### config.mk
export PLATFORM = sky130hd
export DESIGN_NAME = hbin_ctrl
export DESIGN_NICKNAME = d
export VERILOG_FILES = /design/src/rtl/core/hbin_pkg.sv /design/src/rtl/core/hbin_ctrl.sv
export SDC_FILE = /design/constraint.sdc
export NUM_CORES = 1
export LEC_CHECK = 0
export ABC_AREA = 1
export BUFFER_PORTS_ARGS = -buffer_cell sky130_fd_sc_hd__buf_4
export CAP_MARGIN = 20
export CORE_MARGIN = 1
export CORE_UTILIZATION = 35
export DETAILED_ROUTE_END_ITERATION = 8
export GPL_TIMING_DRIVEN = 1
export PLACE_DENSITY = 0.65
export SYNTH_ARGS = -nofsm -noshare
export SYNTH_HDL_FRONTEND = slang
export SYNTH_SLANG_ARGS = --single-unit
### constraint.sdc
create_clock -name i_clk -period 1.3 [get_ports i_clk]
set_input_delay 0.26 -clock i_clk [delete_from_list [all_inputs] [get_ports i_clk]]
set_output_delay 0.26 -clock i_clk [all_outputs]
set_load 0.02 [all_outputs]
### src/rtl/core/hbin_pkg.sv
// Shared types and constants for the 2-D variable-edge histogram binner.
// Holds field widths, command and status codes, and the control/status
// bundles passed between the controller and the datapath.
package hbin_pkg;

    localparam int COORD_W  = 32;
    localparam int EDGE_W   = 32;
    localparam int WEIGHT_W = 32;
    localparam int BIN_W    = 48;
    localparam int IDX_A_W  = 7;
    localparam int IDX_B_W  = 6;
    localparam int FOUND_W  = 6;
    localparam int NBINS_W  = 7;
    localparam int STAT_W   = 2;
    localparam int FRAC_W   = 16;   // Q16.16: one unit is 1 << FRAC_W

    typedef logic [2:0] t_cmd_code;
    localparam t_cmd_code CMD_WR_X  = 3'd0;
    localparam t_cmd_code CMD_WR_Y  = 3'd1;
    localparam t_cmd_code CMD_INC   = 3'd2;
    localparam t_cmd_code CMD_READ  = 3'd3;
    localparam t_cmd_code CMD_CLEAR = 3'd4;

    typedef logic [STAT_W-1:0] t_status;
    localparam t_status STAT_OK        = 2'd0;
    localparam t_status STAT_X_RANGE   = 2'd1;
    localparam t_status STAT_Y_RANGE   = 2'd2;
    localparam t_status STAT_BAD_INDEX = 2'd3;

    typedef logic [0:0] t_cfg_idx;
    localparam t_cfg_idx CFG_X_BINS = 1'b0;
    localparam t_cfg_idx CFG_Y_BINS = 1'b1;

    localparam logic [NBINS_W-1:0] NBINS_RESET = 7'd64;

    localparam logic [BIN_W-1:0] BIN_MAX = {1'b0, {(BIN_W-1){1'b1}}};
    localparam logic [BIN_W-1:0] BIN_MIN = {1'b1, {(BIN_W-1){1'b0}}};

    // Where the result value comes from
    typedef logic [1:0] t_res_src;
    localparam t_res_src SRC_ZERO = 2'd0;
    localparam t_res_src SRC_READ = 2'd1;
    localparam t_res_src SRC_INC  = 2'd2;

    typedef struct packed {
        logic     capture;
        logic     srch_start;
        logic     edge_wr;
        logic     bin_rd;
        logic     bin_upd;
        logic     sweep;
        logic     sweep_init;
        logic     out_load;
        t_status  out_status;
        t_res_src out_src;
    } t_dp_cmd;

    typedef struct packed {
        t_cmd_code cmd;
        logic      edge_ok;
        logic      rd_ok;
        logic      srch_done;
        logic      x_ok;
        logic      y_ok;
        logic      sweep_last;
    } t_dp_stat;

    typedef struct packed {
        logic done;
        logic ok;
    } t_srch_stat;

endpackage

### src/rtl/core/hbin_ctrl.sv
// Controller state machine for the histogram binner: sequences the
// datapath through each command. Depends on hbin_pkg.
module hbin_ctrl (
    input  logic               i_clk,
    input  logic               i_rst_n,
    input  logic               i_in_valid,
    output logic               o_in_ready,
    output logic               o_out_valid,
    input  logic               i_out_ready,
    input  hbin_pkg::t_dp_stat i_stat,
    output hbin_pkg::t_dp_cmd  o_cmd
);

    import hbin_pkg::*;

    localparam logic [2:0] S_INIT  = 3'd0;
    localparam logic [2:0] S_IDLE  = 3'd1;
    localparam logic [2:0] S_EXEC  = 3'd2;
    localparam logic [2:0] S_SRCH  = 3'd3;
    localparam logic [2:0] S_BRD   = 3'd4;
    localparam logic [2:0] S_BDATA = 3'd5;
    localparam logic [2:0] S_CLR   = 3'd6;
    localparam logic [2:0] S_DONE  = 3'd7;

    logic [2:0] r_state, n_state;
    logic       r_out_valid, n_out_valid;
    logic       out_free;

    assign out_free   = !r_out_valid || i_out_ready;
    assign o_in_ready = (r_state == S_IDLE);

    always_comb begin
        o_cmd            = '0;
        o_cmd.out_status = STAT_BAD_INDEX;
        o_cmd.out_src    = SRC_ZERO;
        n_state          = r_state;
        n_out_valid      = r_out_valid && !i_out_ready;

        // result decode, used only when the output register is loaded
        case (i_stat.cmd)
            CMD_WR_X, CMD_WR_Y: begin
                o_cmd.out_status = i_stat.edge_ok ? STAT_OK : STAT_BAD_INDEX;
            end
            CMD_INC: begin
                if (!i_stat.x_ok) begin
                    o_cmd.out_status = STAT_X_RANGE;
                end else if (!i_stat.y_ok) begin
                    o_cmd.out_status = STAT_Y_RANGE;
                end else begin
                    o_cmd.out_status = STAT_OK;
                    o_cmd.out_src    = SRC_INC;
                end
            end
            CMD_READ: begin
                if (i_stat.rd_ok) begin
                    o_cmd.out_status = STAT_OK;
                    o_cmd.out_src    = SRC_READ;
                end
            end
            CMD_CLEAR: begin
                o_cmd.out_status = STAT_OK;
            end
            default: begin
                o_cmd.out_status = STAT_BAD_INDEX;
            end
        endcase

        case (r_state)
            S_INIT: begin
                o_cmd.sweep      = 1'b1;
                o_cmd.sweep_init = 1'b1;
                if (i_stat.sweep_last) begin
                    n_state = S_IDLE;
                end
            end
            S_IDLE: begin
                if (i_in_valid) begin
                    o_cmd.capture = 1'b1;
                    n_state       = S_EXEC;
                end
            end
            S_EXEC: begin
                case (i_stat.cmd)
                    CMD_WR_X, CMD_WR_Y: begin
                        o_cmd.edge_wr = i_stat.edge_ok;
                        n_state       = S_DONE;
                    end
                    CMD_INC: begin
                        o_cmd.srch_start = 1'b1;
                        n_state          = S_SRCH;
                    end
                    CMD_READ: begin
                        n_state = i_stat.rd_ok ? S_BRD : S_DONE;
                    end
                    CMD_CLEAR: begin
                        n_state = S_CLR;
                    end
                    default: begin
                        n_state = S_DONE;
                    end
                endcase
            end
            S_SRCH: begin
                if (i_stat.srch_done) begin
                    n_state = (i_stat.x_ok && i_stat.y_ok) ? S_BRD : S_DONE;
                end
            end
            S_BRD: begin
                o_cmd.bin_rd = 1'b1;
                n_state      = S_BDATA;
            end
            S_BDATA: begin
                o_cmd.bin_upd = (i_stat.cmd == CMD_INC);
                n_state       = S_DONE;
            end
            S_CLR: begin
                o_cmd.sweep = 1'b1;
                if (i_stat.sweep_last) begin
                    n_state = S_DONE;
                end
            end
            S_DONE: begin
                // wait for room in the output register
                if (out_free) begin
                    o_cmd.out_load = 1'b1;
                    n_out_valid    = 1'b1;
                    n_state        = S_IDLE;
                end
            end
            default: begin
                n_state = S_IDLE;
            end
        endcase
    end

    always_ff @(posedge i_clk) begin
        if (!i_rst_n) begin
            r_state     <= S_INIT;
            r_out_valid <= 1'b0;
        end else begin
            r_state     <= n_state;
            r_out_valid <= n_out_valid;
        end
    end

    assign o_out_valid = r_out_valid;

    a_valid_from_done: assert property (@(posedge i_clk) disable iff (!i_rst_n)
        $rose(r_out_valid) |-> ($past(r_state) == S_DONE))
        else $error("result raised outside the completion state");

    a_write_after_read: assert property (@(posedge i_clk) disable iff (!i_rst_n)
        o_cmd.bin_upd |-> $past(o_cmd.bin_rd))
        else $error("bin update without a preceding bin read");

endmodule

==> impl_summary.txt, run 1 <==
----------------------------------------------------
[Critical path]
  Destination of the critical timing path ... o_cmd[10]
  Type of destination of the critical path ... primary output
  Start point of the critical path ... r_state[1]$_SDFFE_PN0P_
  Startpoint type of the worst setup path ... register
  Critical-path maximum fanout ... 4
  Endpoint of the worst register-to-register path ... r_state[1]$_SDFFE_PN0P_
  Depth of the worst register-to-register path ... 9
  Worst r2r src ... r_state[1]$_SDFFE_PN0P_
  Critical path class ... reg2out
  Required arrival time at the worst endpoint ... 1.04 ns
  Arrival time reported for the critical path endpoint ... between 1 and 1.5 ns
  Setup slack of the most critical reg-to-reg path ... 0.03 ns

[Floorplan]
  Width of the die ... between 30 and 40 µm
  I/O pin total ... 27
  Number of rows in the core area ... 13
  Starting density of the core ... 0.376
  Die ar. ... between 0.0015 and 0.002 mm²
  Die Span Y ... between 30 and 40 µm
  Core Region ... 0.00130 mm²

[Global routing]
  Vias in the first global route ... approximately 540
  Residual overflow from global routing ... 0
  Maximum number of pins on one net before global-route repair ... 10
  Global-route wire length before repair ... about 2.1 mm
  Overall routing resource usage ... 0.204
  Number of antenna violations at the first check in global routing ... 0

[Timing]
  Post-layout min period ... 1.39 ns
  Slew margin rel. ... 0.849
  Final setup TNS ... -0.473 ns
  Fmax ... ~700 MHz
  Unrepaired setup endpoints after global routing ... yes
  Max-slew violations ... 0
  Final-report setup violation count ... 8
  Part of the cycle the worst path needs ... 1.07
  Clock skew ... slightly below 0.006 ns
  Fin. Hold Viols ... 0
  Worst hold margin ... roughly 0.26 ns
  Tightest Pin Transition ... approximately 0.22 ns
  Worst setup margin ... -0.0878 ns

[Synthesis]
  Sequential element share of the synthesized area ... 0.164
  Mean instance size in the synthesized netlist ... between 5 and 6 µm²
  Share of the synthesized area in the top cell type ... 0.164
  Synthesis-stage register bit count ... 4
  Total nets after synthesis ... between 90 and 100
  Library cell occupying the most area in the post-synthesis netlist ... sky130_fd_sc_hd__dfxtp_1
  Synth Instances ... 84
  Number of distinct library cell variants in the gate-level netlist after synthesis ... 21
  Largest cells by area after synthesis ... sky130_fd_sc_hd__dfxtp_1 16%, sky130_fd_sc_hd__inv_1 13%, sky130_fd_sc_hd__nand2_1 12%, sky130_fd_sc_hd__nor2_1 8.4%, sky130_fd_sc_hd__nand3_1 7.2%
  Cell area after synthesis ... between 400 and 500 µm²
  Number of warning messages in the yosys log ... 0

[Final layout]
  P&R area growth vs syn ... 74.9%
  Area of the multi-input gates ... roughly 370 µm²
  Seq. cell area ... 91.3 µm²
  Filler cell count in the final layout ... approximately 120
  Core occupancy in the finished layout ... 0.658
  Share of post-route cells with drive strength above 1 ... 0.546
  Antenna Diode Count ... 0
  Nets ... between 100 and 150

[Drt]
  DR DRC count ... 2
  Residual antenna-violating net count after detailed routing ... 0
  Number of vias after detailed routing ... approximately 650
  Vias per cell ... 4.88
  DRT Pass-1 Iters ... 6
  Post-detailed-routing wire length ... roughly 1.4 mm
  Average detailed-routed wire length per instance ... roughly 11 µm
  Number of DRC markers after the initial detailed-route iteration ... 15

[Clocking]
  Maximum clock insertion buffer count ... 2
  Clock latency at the later pin of the worst-skew pair ... roughly 0.24 ns
  Clock input transition at the sequential cells of the worst setup and hold paths ... roughly 0.040 ns
  Clock sink count ... 4
  Buffer type at the clock tree root ... sky130_fd_sc_hd__clkbuf_4
  CTS H-tree depth ... 1
  CTS tree ... yes
  Number of buffers added by the clock tree synthesis step ... 3

[Flow run]
  Max-cap violation count ... 0

[Place]
  Buffers added on ports ... 26
  Weighted congestion at the end of routability-driven global placement ... ~0.76
  DPL Wire Length ... approximately 980 µm

[Power and ir drop]
  VDD IR-drop max ... ~1200 µV
  Leakage dissipation ... 0.000460 µW
  Power Dens Cells ... 1920 mW/mm²

[Hold path]
  Worst min-delay path class ... in2reg

[Outcome]
  Status ... finished, violations left
  Failing checks ... DRC, setup timing

----------------------------------------------------
## layout by cell type (no fill, tap or decap), drive strengths merged
master  count
nand4       2
clkbuf      3
dfxtp       4
nor2       14
a21oi       3
buf        34
nand2      18
o21ai       3
nand3      10
nor3        5
o21bai      1
inv        20
o31ai       2
## layer usage
| layer | vias to the layer above | GRT usage | share of wire | wire (µm) |
|---|---|---|---|---|
| met3 | 0 | 0.0852 | 0.055 | 78 |
| met1 | 295 | 0.249 | 0.45 | 641 |
| met4 | 0 | 0 | 0 | 0 |
| met2 | 23 | 0.350 | 0.50 | 707 |
| li1 | 336 | - | - | - |
| met5 | - | 0 | 0 | 0 |
## power by group
group	internal, µW	total, µW	leakage, µW	switching [µW]
clock network	104	164	0.0000138	59.7
registers	190	319	0.0000348	128
logic	557	1160	0.000412	606
total	851	1650	0.000460	794
## sequential cells by signal (all words and copies together), names as in the netlist
name         count
r_state          3
o_out_valid      1
## Yosys cell counts
| cell | instances |
|---|---|
| sky130_fd_sc_hd__a21oi_1 | 2 |
| sky130_fd_sc_hd__a21oi_2 | 1 |
| sky130_fd_sc_hd__buf_6 | 2 |
| sky130_fd_sc_hd__dfxtp_1 | 4 |
| sky130_fd_sc_hd__inv_1 | 17 |
| sky130_fd_sc_hd__inv_2 | 2 |
| sky130_fd_sc_hd__inv_4 | 1 |
| sky130_fd_sc_hd__nand2_1 | 15 |
| sky130_fd_sc_hd__nand2_2 | 2 |
| sky130_fd_sc_hd__nand2_4 | 1 |
| sky130_fd_sc_hd__nand3_1 | 7 |
| sky130_fd_sc_hd__nand3_2 | 3 |
| sky130_fd_sc_hd__nand4_1 | 2 |
| sky130_fd_sc_hd__nor2_1 | 11 |
| sky130_fd_sc_hd__nor2_2 | 3 |
| sky130_fd_sc_hd__nor3_1 | 3 |
| sky130_fd_sc_hd__nor3_2 | 2 |
| sky130_fd_sc_hd__o21ai_0 | 2 |
| sky130_fd_sc_hd__o21ai_1 | 1 |
| sky130_fd_sc_hd__o21bai_1 | 1 |
| sky130_fd_sc_hd__o31ai_1 | 2 |
## worst min-delay path by stage
| stage | start | endpoint | slack [ns] | cells after the start |
|---|---|---|---|---|
| after floorplan | i_rst_n | r_state[0]$_SDFFE_PN0P_ | 0.39 | 2 |
| after global placement | i_rst_n | r_state[0]$_SDFFE_PN0P_ | 0.51 | 3 |
| after detailed placement | o_out_valid$_SDFF_PN0_ | o_out_valid$_SDFF_PN0_ | 0.52 | 2 |
| after CTS | i_rst_n | r_state[0]$_SDFFE_PN0P_ | 0.27 | 3 |
| after global routing | i_rst_n | r_state[0]$_SDFFE_PN0P_ | 0.27 | 3 |
| final | i_rst_n | r_state[0]$_SDFFE_PN0P_ | 0.26 | 3 |
## repair_timing
action / CTS / global route
hold buffers: 0 / 0
pin swaps: 1 / 4
buffers inserted: 5 / 1
setup endpoints to repair: 11 / 13
resized for setup: 16 / 12
## metrics by stage
step,instances,setup slack (ns),power [µW],instance area (µm²)
3_3_place_gp,125,-0.0261,1100,701
5_1_grt,134,-0.137,1770,856
4_1_cts,133,-0.0843,1490,806
2_1_floorplan,84,0.0255,886,494
3_5_place_dp,125,-0.0437,1100,701
6_report,134,-0.0878,1650,856
## critical path, cell delays in order (launching register included)
cell,delay [ns]
sky130_fd_sc_hd__dfxtp_4,0.36
sky130_fd_sc_hd__inv_4,0.05
sky130_fd_sc_hd__nor3_4,0.18
sky130_fd_sc_hd__inv_1,0.07
sky130_fd_sc_hd__nor2_1,0.08
sky130_fd_sc_hd__buf_4,0.14
## final cells by class
type,count,share of cell area
inverters,20,0.0936
clock buffers,3,0.0263
flip-flops and latches,4,0.107
multi-input cells,58,0.427
well taps,15,0.0219
repair buffers,34,0.325
## cells by family (layout without fill, tap and decap cells)
kind of cell / count (synthesis) / after routing / synth area share
flip-flops: 4 / 4 / 0.164
AO/OA/AOI/OAI: 9 / 9 / 0.115
AND/OR/NAND/NOR: 49 / 49 / 0.517
buffers and inverters: 22 / 57 / 0.205
No activity file was read; power rests on OpenSTA's default activity.
==> run 2: changes to the inputs <==
--- a/config.mk
+++ b/config.mk
@@ -6,7 +6,7 @@
 export NUM_CORES = 1
 export LEC_CHECK = 0
 export ABC_AREA = 1
-export BUFFER_PORTS_ARGS = -buffer_cell sky130_fd_sc_hd__buf_4
+export BUFFER_PORTS_ARGS = -buffer_cell sky130_fd_sc_hd__clkbuf_2
 export CAP_MARGIN = 20
 export CORE_MARGIN = 1
 export CORE_UTILIZATION = 35
==> impl_summary.txt, run 2 (synthesized netlist as in run 1, its figures left out) <==
----------------------------------------------------
[Power and ir drop]
  Proportion of power drawn by combinational gates ... 0.722 (+0.015)
  Proportion of power drawn by flip-flops and latches ... 0.189 (-0.005)
  Internal Dissipation ... 876 µW (+2.9%)
  Part of the power in the clock network ... 0.089 (-0.010)
  Overall Power ... 1700 µW (+3.4%)
  Power Dens Cells ... 1980 mW/mm² (+2.9%)
  Fraction of power spent switching nets ... 0.485 (+0.00246)
  VDD IR-drop max ... 1210 µV (+4.8%)
  Switching power of the nets ... 825 µW (+3.9%)
  Leakage dissipation ... 0.000453 µW (-1.6%)

[Global routing]
  Number of antenna violations at the first check in global routing ... 0 (unchanged)
  Global-route wire length before repair ... 1.86 mm (-13%)
  Overall routing resource usage ... 0.182 (-0.0222)
  Vias in the first global route ... 474 (-12%)
  Maximum number of pins on one net before global-route repair ... 10 (unchanged)
  Residual overflow from global routing ... 0 (unchanged)

[Outcome]
  Failing checks ... DRC, setup timing
  Status ... finished, violations left

[Critical path]
  Type of destination of the critical path ... primary output
  Required arrival time at the worst endpoint ... 1.04 ns (about the same)
  Critical-path maximum fanout ... 7 (+3)
  Critical path class ... reg2out
  Arrival time reported for the critical path endpoint ... 1.14 ns (about the same)
  Startpoint type of the worst setup path ... register

[Drt]
  Vias per cell ... 4.80 (-1.6%)
  Average detailed-routed wire length per instance ... 10.5 µm (-1.4%)
  DRT Pass-1 Iters ... 6 (unchanged)
  Post-detailed-routing wire length ... 1.40 mm (-2.2%)
  Number of DRC markers after the initial detailed-route iteration ... 9 (-6)
  Residual antenna-violating net count after detailed routing ... 0 (unchanged)
  Number of vias after detailed routing ... 639 (-2.3%)
  DR DRC count ... 2 (unchanged)

[Place]
  Pre-CTS setup slack ... -0.0375 ns (+0.00623 ns)
  Inst Count DP ... 127 (+1.6%)
  Weighted congestion at the end of routability-driven global placement ... 0.782 (+3.3%)
  Buffers added on ports ... 26 (unchanged)
  DPL Wire Length ... 960 µm (-1.8%)

[Timing]
  Post-layout min period ... 1.40 ns (+0.0137 ns)
  Final-report setup violation count ... 7 (-1)
  Fmax ... 714 MHz (-0.98%)
  Max-slew violations ... 0 (unchanged)
  Clock skew ... 0.000372 ns (-0.00543 ns)
  Worst setup margin ... -0.101 ns (-0.0137 ns)
  Fin. Hold Viols ... 0 (unchanged)
  Slew margin rel. ... 0.870 (+0.0208)
  Tightest Pin Transition ... 0.194 ns (-0.0304 ns)
  Unrepaired setup endpoints after global routing ... yes
  Part of the cycle the worst path needs ... 1.08 (+0.0105)

[Final layout]
  Register containing the most flip-flops in the final layout ... r_state
  Share of post-route cells with drive strength above 1 ... 0.593 (+0.0470)
  Leading cell type in the layout, fill and taps excluded ... sky130_fd_sc_hd__nand2_1
  Nets ... 133 (-0.75%)
  P&R area growth vs syn ... 75.7%
  Most frequent cells in the layout ... 13 x sky130_fd_sc_hd__nand2_1, 12 x sky130_fd_sc_hd__clkbuf_2, 11 x sky130_fd_sc_hd__inv_1, 11 x sky130_fd_sc_hd__buf_4, 9 x sky130_fd_sc_hd__nor2_1
  Post-route non-filler standard cell count ... 133 (-0.75%)
  Antenna Diode Count ... 0 (unchanged)
  Max reg flops ... 3 (unchanged)

[Floorplan]
  Starting density of the core ... 0.376 (unchanged)
  Core Region ... 0.00130 mm² (unchanged)
  Die Span Y ... 39.4 µm (unchanged)
  Die ar. ... 0.00155 mm² (unchanged)
  Width of the die ... 39.4 µm (unchanged)
  I/O pin total ... 27 (unchanged)
  Number of rows in the core area ... 13 (unchanged)

[Hold path]
  Worst min-delay path class ... in2reg

[Clocking]
  CTS tree ... yes
  CTS Hold Buffers Added ... 0 (unchanged)
  Maximum clock insertion buffer count ... 2 (unchanged)
  CTS H-tree depth ... 1 (unchanged)
  Clock input transition at the sequential cells of the worst setup and hold paths ... 0.04 ns (about the same)
  Number of buffers added by the clock tree synthesis step ... 3 (unchanged)
  Clock sink count ... 4 (unchanged)
  Clock latency at the later pin of the worst-skew pair ... 0.23 ns (about the same)
  Buffer type at the clock tree root ... sky130_fd_sc_hd__clkbuf_4

[Flow run]
  Max-cap violation count ... 0 (unchanged)

----------------------------------------------------
[run 2: cell types whose count changed in the layout (fill, tap and decap cells not counted), sizes merged]
cell / previous run / this run
buf: 34 / 20
clkbuf: 3 / 16
[run 2: critical path: stages (launching register included)]
cell	delay (ns)
sky130_fd_sc_hd__dfxtp_4	0.38
sky130_fd_sc_hd__nor3_4	0.23
sky130_fd_sc_hd__inv_2	0.05
sky130_fd_sc_hd__nor2_1	0.10
sky130_fd_sc_hd__buf_4	0.14
[run 2: routing by layer]
layer	GRT usage	part of all wire	vias to the layer above
li1	-	-	334
met1	0.213	0.44	288
met2	0.300	0.51	17
met3	0.108	0.046	0
met4	0	0	0
met5	0	0	-
[run 2: area by class of cell]
| type | count | area [µm²] |
|---|---|---|
| Tap cell | 15 | 18.8 |
| Fill cell | 120 | 442 |
| Clock buffer | 3 | 22.5 |
| Multi-Input combinational cell | 58 | 392 |
| Sequential cell | 4 | 91.3 |
| Timing Repair Buffer | 33 | 253 |
| Inverter | 20 | 82.6 |
[run 2: path summary, 6_finish.rpt]
path                                              start                       to  slack [ns]  cells after the start
worst min register to register   o_out_valid$_SDFF_PN0_   o_out_valid$_SDFF_PN0_        0.52                      2
worst max-delay path            r_state[2]$_SDFFE_PN0P_                o_cmd[10]       -0.10                      4
worst min-delay path                            i_rst_n  r_state[0]$_SDFFE_PN0P_        0.24                      3
worst max register to register  r_state[1]$_SDFFE_PN0P_  r_state[1]$_SDFFE_PN0P_        0.01                      9
[run 2: power by group through the flow]
| stage | clock [µW] | sequential, µW | combinational [µW] |
|---|---|---|---|
| after floorplan | 0 | 196 | 689 |
| after global placement | 0 | 265 | 785 |
| after detailed placement | 0 | 265 | 794 |
| after CTS | 159 | 314 | 1040 |
| after global routing | 175 | 332 | 1330 |
| final | 151 | 322 | 1230 |
[run 2: per-stage QoR]
step | TNS, ns | hold slack [ns] | utilization | area [µm²]
global route | -1.06 | 0.242 | 0.661 | 860
finish | -0.345 | 0.242 | 0.661 | 860
CTS | -0.551 | 0.238 | 0.614 | 800
detailed placement | -0.0850 | 0.494 | 0.500 | 651
floorplan | 0 | 0.386 | - | 494
global placement | -0.0190 | 0.494 | 0.500 | 651
[run 2: repair_timing]
item                       in CTS  in global routing
setup buffers                   3                  0
resized for setup              30                 33
pin swaps                       2                  6
setup endpoints to repair      12                 14
==> run 3: changes to the inputs <==
--- a/config.mk
+++ b/config.mk
@@ -12,6 +12,7 @@
 export CORE_UTILIZATION = 35
 export DETAILED_ROUTE_END_ITERATION = 8
 export GPL_TIMING_DRIVEN = 1
+export MAX_ROUTING_LAYER = met4
 export PLACE_DENSITY = 0.65
 export SYNTH_ARGS = -nofsm -noshare
 export SYNTH_HDL_FRONTEND = slang
==> impl_summary.txt, run 3 (synthesized netlist as in run 1, its figures left out) <==
----------------------------------------------------
[Global routing]
  Vias in the first global route ... 474 (unchanged)
  Global-route wire length before repair ... 1.86 mm (unchanged)
  Residual overflow from global routing ... 0 (unchanged)
  Overall routing resource usage ... 0.186 (+0.00439)
  Number of antenna violations at the first check in global routing ... 0 (unchanged)
  Maximum number of pins on one net before global-route repair ... 10 (unchanged)

[Final layout]
  Antenna Diode Count ... 0 (unchanged)
  Leading cell type in the layout, fill and taps excluded ... sky130_fd_sc_hd__nand2_1
  Area of the multi-input gates ... 392 µm² (unchanged)
  Share of post-route cells with drive strength above 1 ... 0.593 (unchanged)
  Core occupancy in the finished layout ... 0.661 (unchanged)
  Register containing the most flip-flops in the final layout ... r_state
  Post-route standard cell area excluding fillers ... 860 µm² (unchanged)
  Nets ... 133 (unchanged)
  Filler cell count in the final layout ... 120 (unchanged)
  Seq. cell area ... 91.3 µm² (unchanged)
  P&R area growth vs syn ... 75.7% (unchanged)
  Post-route non-filler standard cell count ... 133 (unchanged)
  Most frequent cells in the layout ... 13 x sky130_fd_sc_hd__nand2_1, 12 x sky130_fd_sc_hd__clkbuf_2, 11 x sky130_fd_sc_hd__inv_1, 11 x sky130_fd_sc_hd__buf_4, 9 x sky130_fd_sc_hd__nor2_1
  Max reg flops ... 3 (unchanged)

[Drt]
  Post-detailed-routing wire length ... 1.40 mm (unchanged)
  Average detailed-routed wire length per instance ... 10.5 µm (unchanged)
  Number of DRC markers after the initial detailed-route iteration ... 9 (unchanged)
  Residual antenna-violating net count after detailed routing ... 0 (unchanged)
  Vias per cell ... 4.80 (unchanged)
  DRT Pass-1 Iters ... 6 (unchanged)
  Length of routed met2 wiring ... 713 µm (unchanged)
  Wire length on met3 ... 58 µm (-9.4%)
  Top routing layer used ... met3
  Number of vias after detailed routing ... 639 (unchanged)
  DR DRC count ... 2 (unchanged)
  Wire length on met1 ... 624 µm (+0.97%)

[Place]
  Instance area at placement ... 651 µm² (unchanged)
  Weighted congestion at the end of routability-driven global placement ... 0.793 (+1.4%)
  Inst Count DP ... 127 (unchanged)
  DPL Wire Length ... 960 µm (unchanged)
  Buffers added on ports ... 26 (unchanged)

[Flow run]
  Max-cap violation count ... 0 (unchanged)

[Hold path]
  Count of cells along the worst hold path ... 3 (unchanged)
  Worst min-delay path class ... in2reg
  Hold Startpoint ... i_rst_n
  Worst min-delay path endpoint ... r_state[0]$_SDFFE_PN0P_

[Clocking]
  Clock latency at the later pin of the worst-skew pair ... 0.23 ns (about the same)
  CTS H-tree depth ... 1 (unchanged)
  CTS tree ... yes
  Clock sink count ... 4 (unchanged)
  Maximum clock insertion buffer count ... 2 (unchanged)
  Number of buffers added by the clock tree synthesis step ... 3 (unchanged)
  CTS Hold Buffers Added ... 0 (unchanged)
  Clock input transition at the sequential cells of the worst setup and hold paths ... 0.04 ns (about the same)
  Buffer type at the clock tree root ... sky130_fd_sc_hd__clkbuf_4

[Outcome]
  Failing checks ... DRC, setup timing
  Status ... finished, violations left

[Critical path]
  Critical path, cell by cell ... nor3_4, inv_2, nor2_1, buf_4
  Required arrival time at the worst endpoint ... 1.04 ns (about the same)
  Worst r2r src ... r_state[1]$_SDFFE_PN0P_
  CP max-delay cell ... sky130_fd_sc_hd__dfxtp_4
  Arrival time reported for the critical path endpoint ... 1.14 ns (about the same)
  Critical path class ... reg2out
  Depth of the worst register-to-register path ... 9 (unchanged)
  Startpoint type of the worst setup path ... register
  Endpoint of the worst register-to-register path ... r_state[1]$_SDFFE_PN0P_
  Critical-path maximum fanout ... 7 (unchanged)
  Start point of the critical path ... r_state[2]$_SDFFE_PN0P_
  Slowest cell delay on critical path ... 0.38 ns (about the same)
  Type of destination of the critical path ... primary output
  Setup slack of the most critical reg-to-reg path ... 0.01 ns (about the same)

[Timing]
  Part of the cycle the worst path needs ... 1.08 (about the same)
  Clock skew ... 0.000844 ns (+0.000472 ns)
  Final setup TNS ... -0.342 ns (+0.00250 ns)
  Final-report setup violation count ... 7 (unchanged)
  Fin. Hold Viols ... 0 (unchanged)
  Post-layout min period ... 1.40 ns (+0.0000780 ns)
  Fmax ... 714 MHz (about the same)
  Unrepaired setup endpoints after global routing ... yes
  Max-slew violations ... 0 (unchanged)
  Slew margin rel. ... 0.870 (unchanged)
  Worst setup margin ... -0.102 ns (-0.0000780 ns)
  Tightest Pin Transition ... 0.194 ns (unchanged)
  Worst hold margin ... 0.242 ns (+0.000221 ns)

[Power and ir drop]
  VDD IR-drop max ... 1200 µV (-0.15%)
  Power Dens Cells ... 1980 mW/mm² (about the same)
  Leakage dissipation ... 0.000453 µW (unchanged)

[Floorplan]
  I/O pin total ... 27 (unchanged)
  Die ar. ... 0.00155 mm² (unchanged)
  Core Region ... 0.00130 mm² (unchanged)
  Width of the die ... 39.4 µm (unchanged)
  Die Span Y ... 39.4 µm (unchanged)
  Number of rows in the core area ... 13 (unchanged)
  Starting density of the core ... 0.376 (unchanged)

----------------------------------------------------
## run 3: layer usage
| metal | GRT usage | up-vias |
|---|---|---|
| li1 | - | 334 |
| met1 | 0.216 | 288 |
| met2 | 0.300 | 17 |
| met3 | 0.102 | 0 |
| met4 | 0 | 0 |
| met5 | - | - |
## run 3: timing repair
item | 4_1_cts | 5_1_grt
setup endpoints to repair | 12 | 14
buffers inserted | 3 | 0
pin swaps | 2 | 6
gates resized for setup | 30 | 33
## run 3: critical path: cells and delay by family (launching register included)
kind | cells | cell delay (ns)
simple gates | 2 | 0.33
buf+inv | 2 | 0.19
flops | 1 | 0.38
## run 3: area by class of cell
class                      instances  area share
timing repair buffer              33       0.294
clock buffer                       3      0.0262
sequential                         4       0.106
tap                               15      0.0218
multi-input combinational         58       0.456
inverter                          20      0.0961
## run 3: report_power, final
group | switching [µW] | internal, µW
logic | 645 | 582
clock network | 47.9 | 103
registers | 131 | 191
## run 3: worst max-delay path by stage
| stage | endpoint | slack (ns) | cells past startpoint |
|---|---|---|---|
| 3_5_place_dp | o_cmd[3] | -0.04 | 5 |
| 4_1_cts | o_cmd[10] | -0.12 | 4 |
| 6_report | o_cmd[10] | -0.10 | 4 |
| 2_1_floorplan | o_cmd[2] | 0.03 | 3 |
| 5_1_grt | o_cmd[10] | -0.16 | 4 |
| 3_3_place_gp | o_cmd[3] | -0.02 | 5 |
## run 3: metrics by stage
step / total power, µW / setup WS (ns)
floorplan: 886 / 0.0255
global placement: 1050 / -0.0190
detailed placement: 1060 / -0.0375
CTS: 1520 / -0.119
global route: 1830 / -0.162
finish: 1700 / -0.102
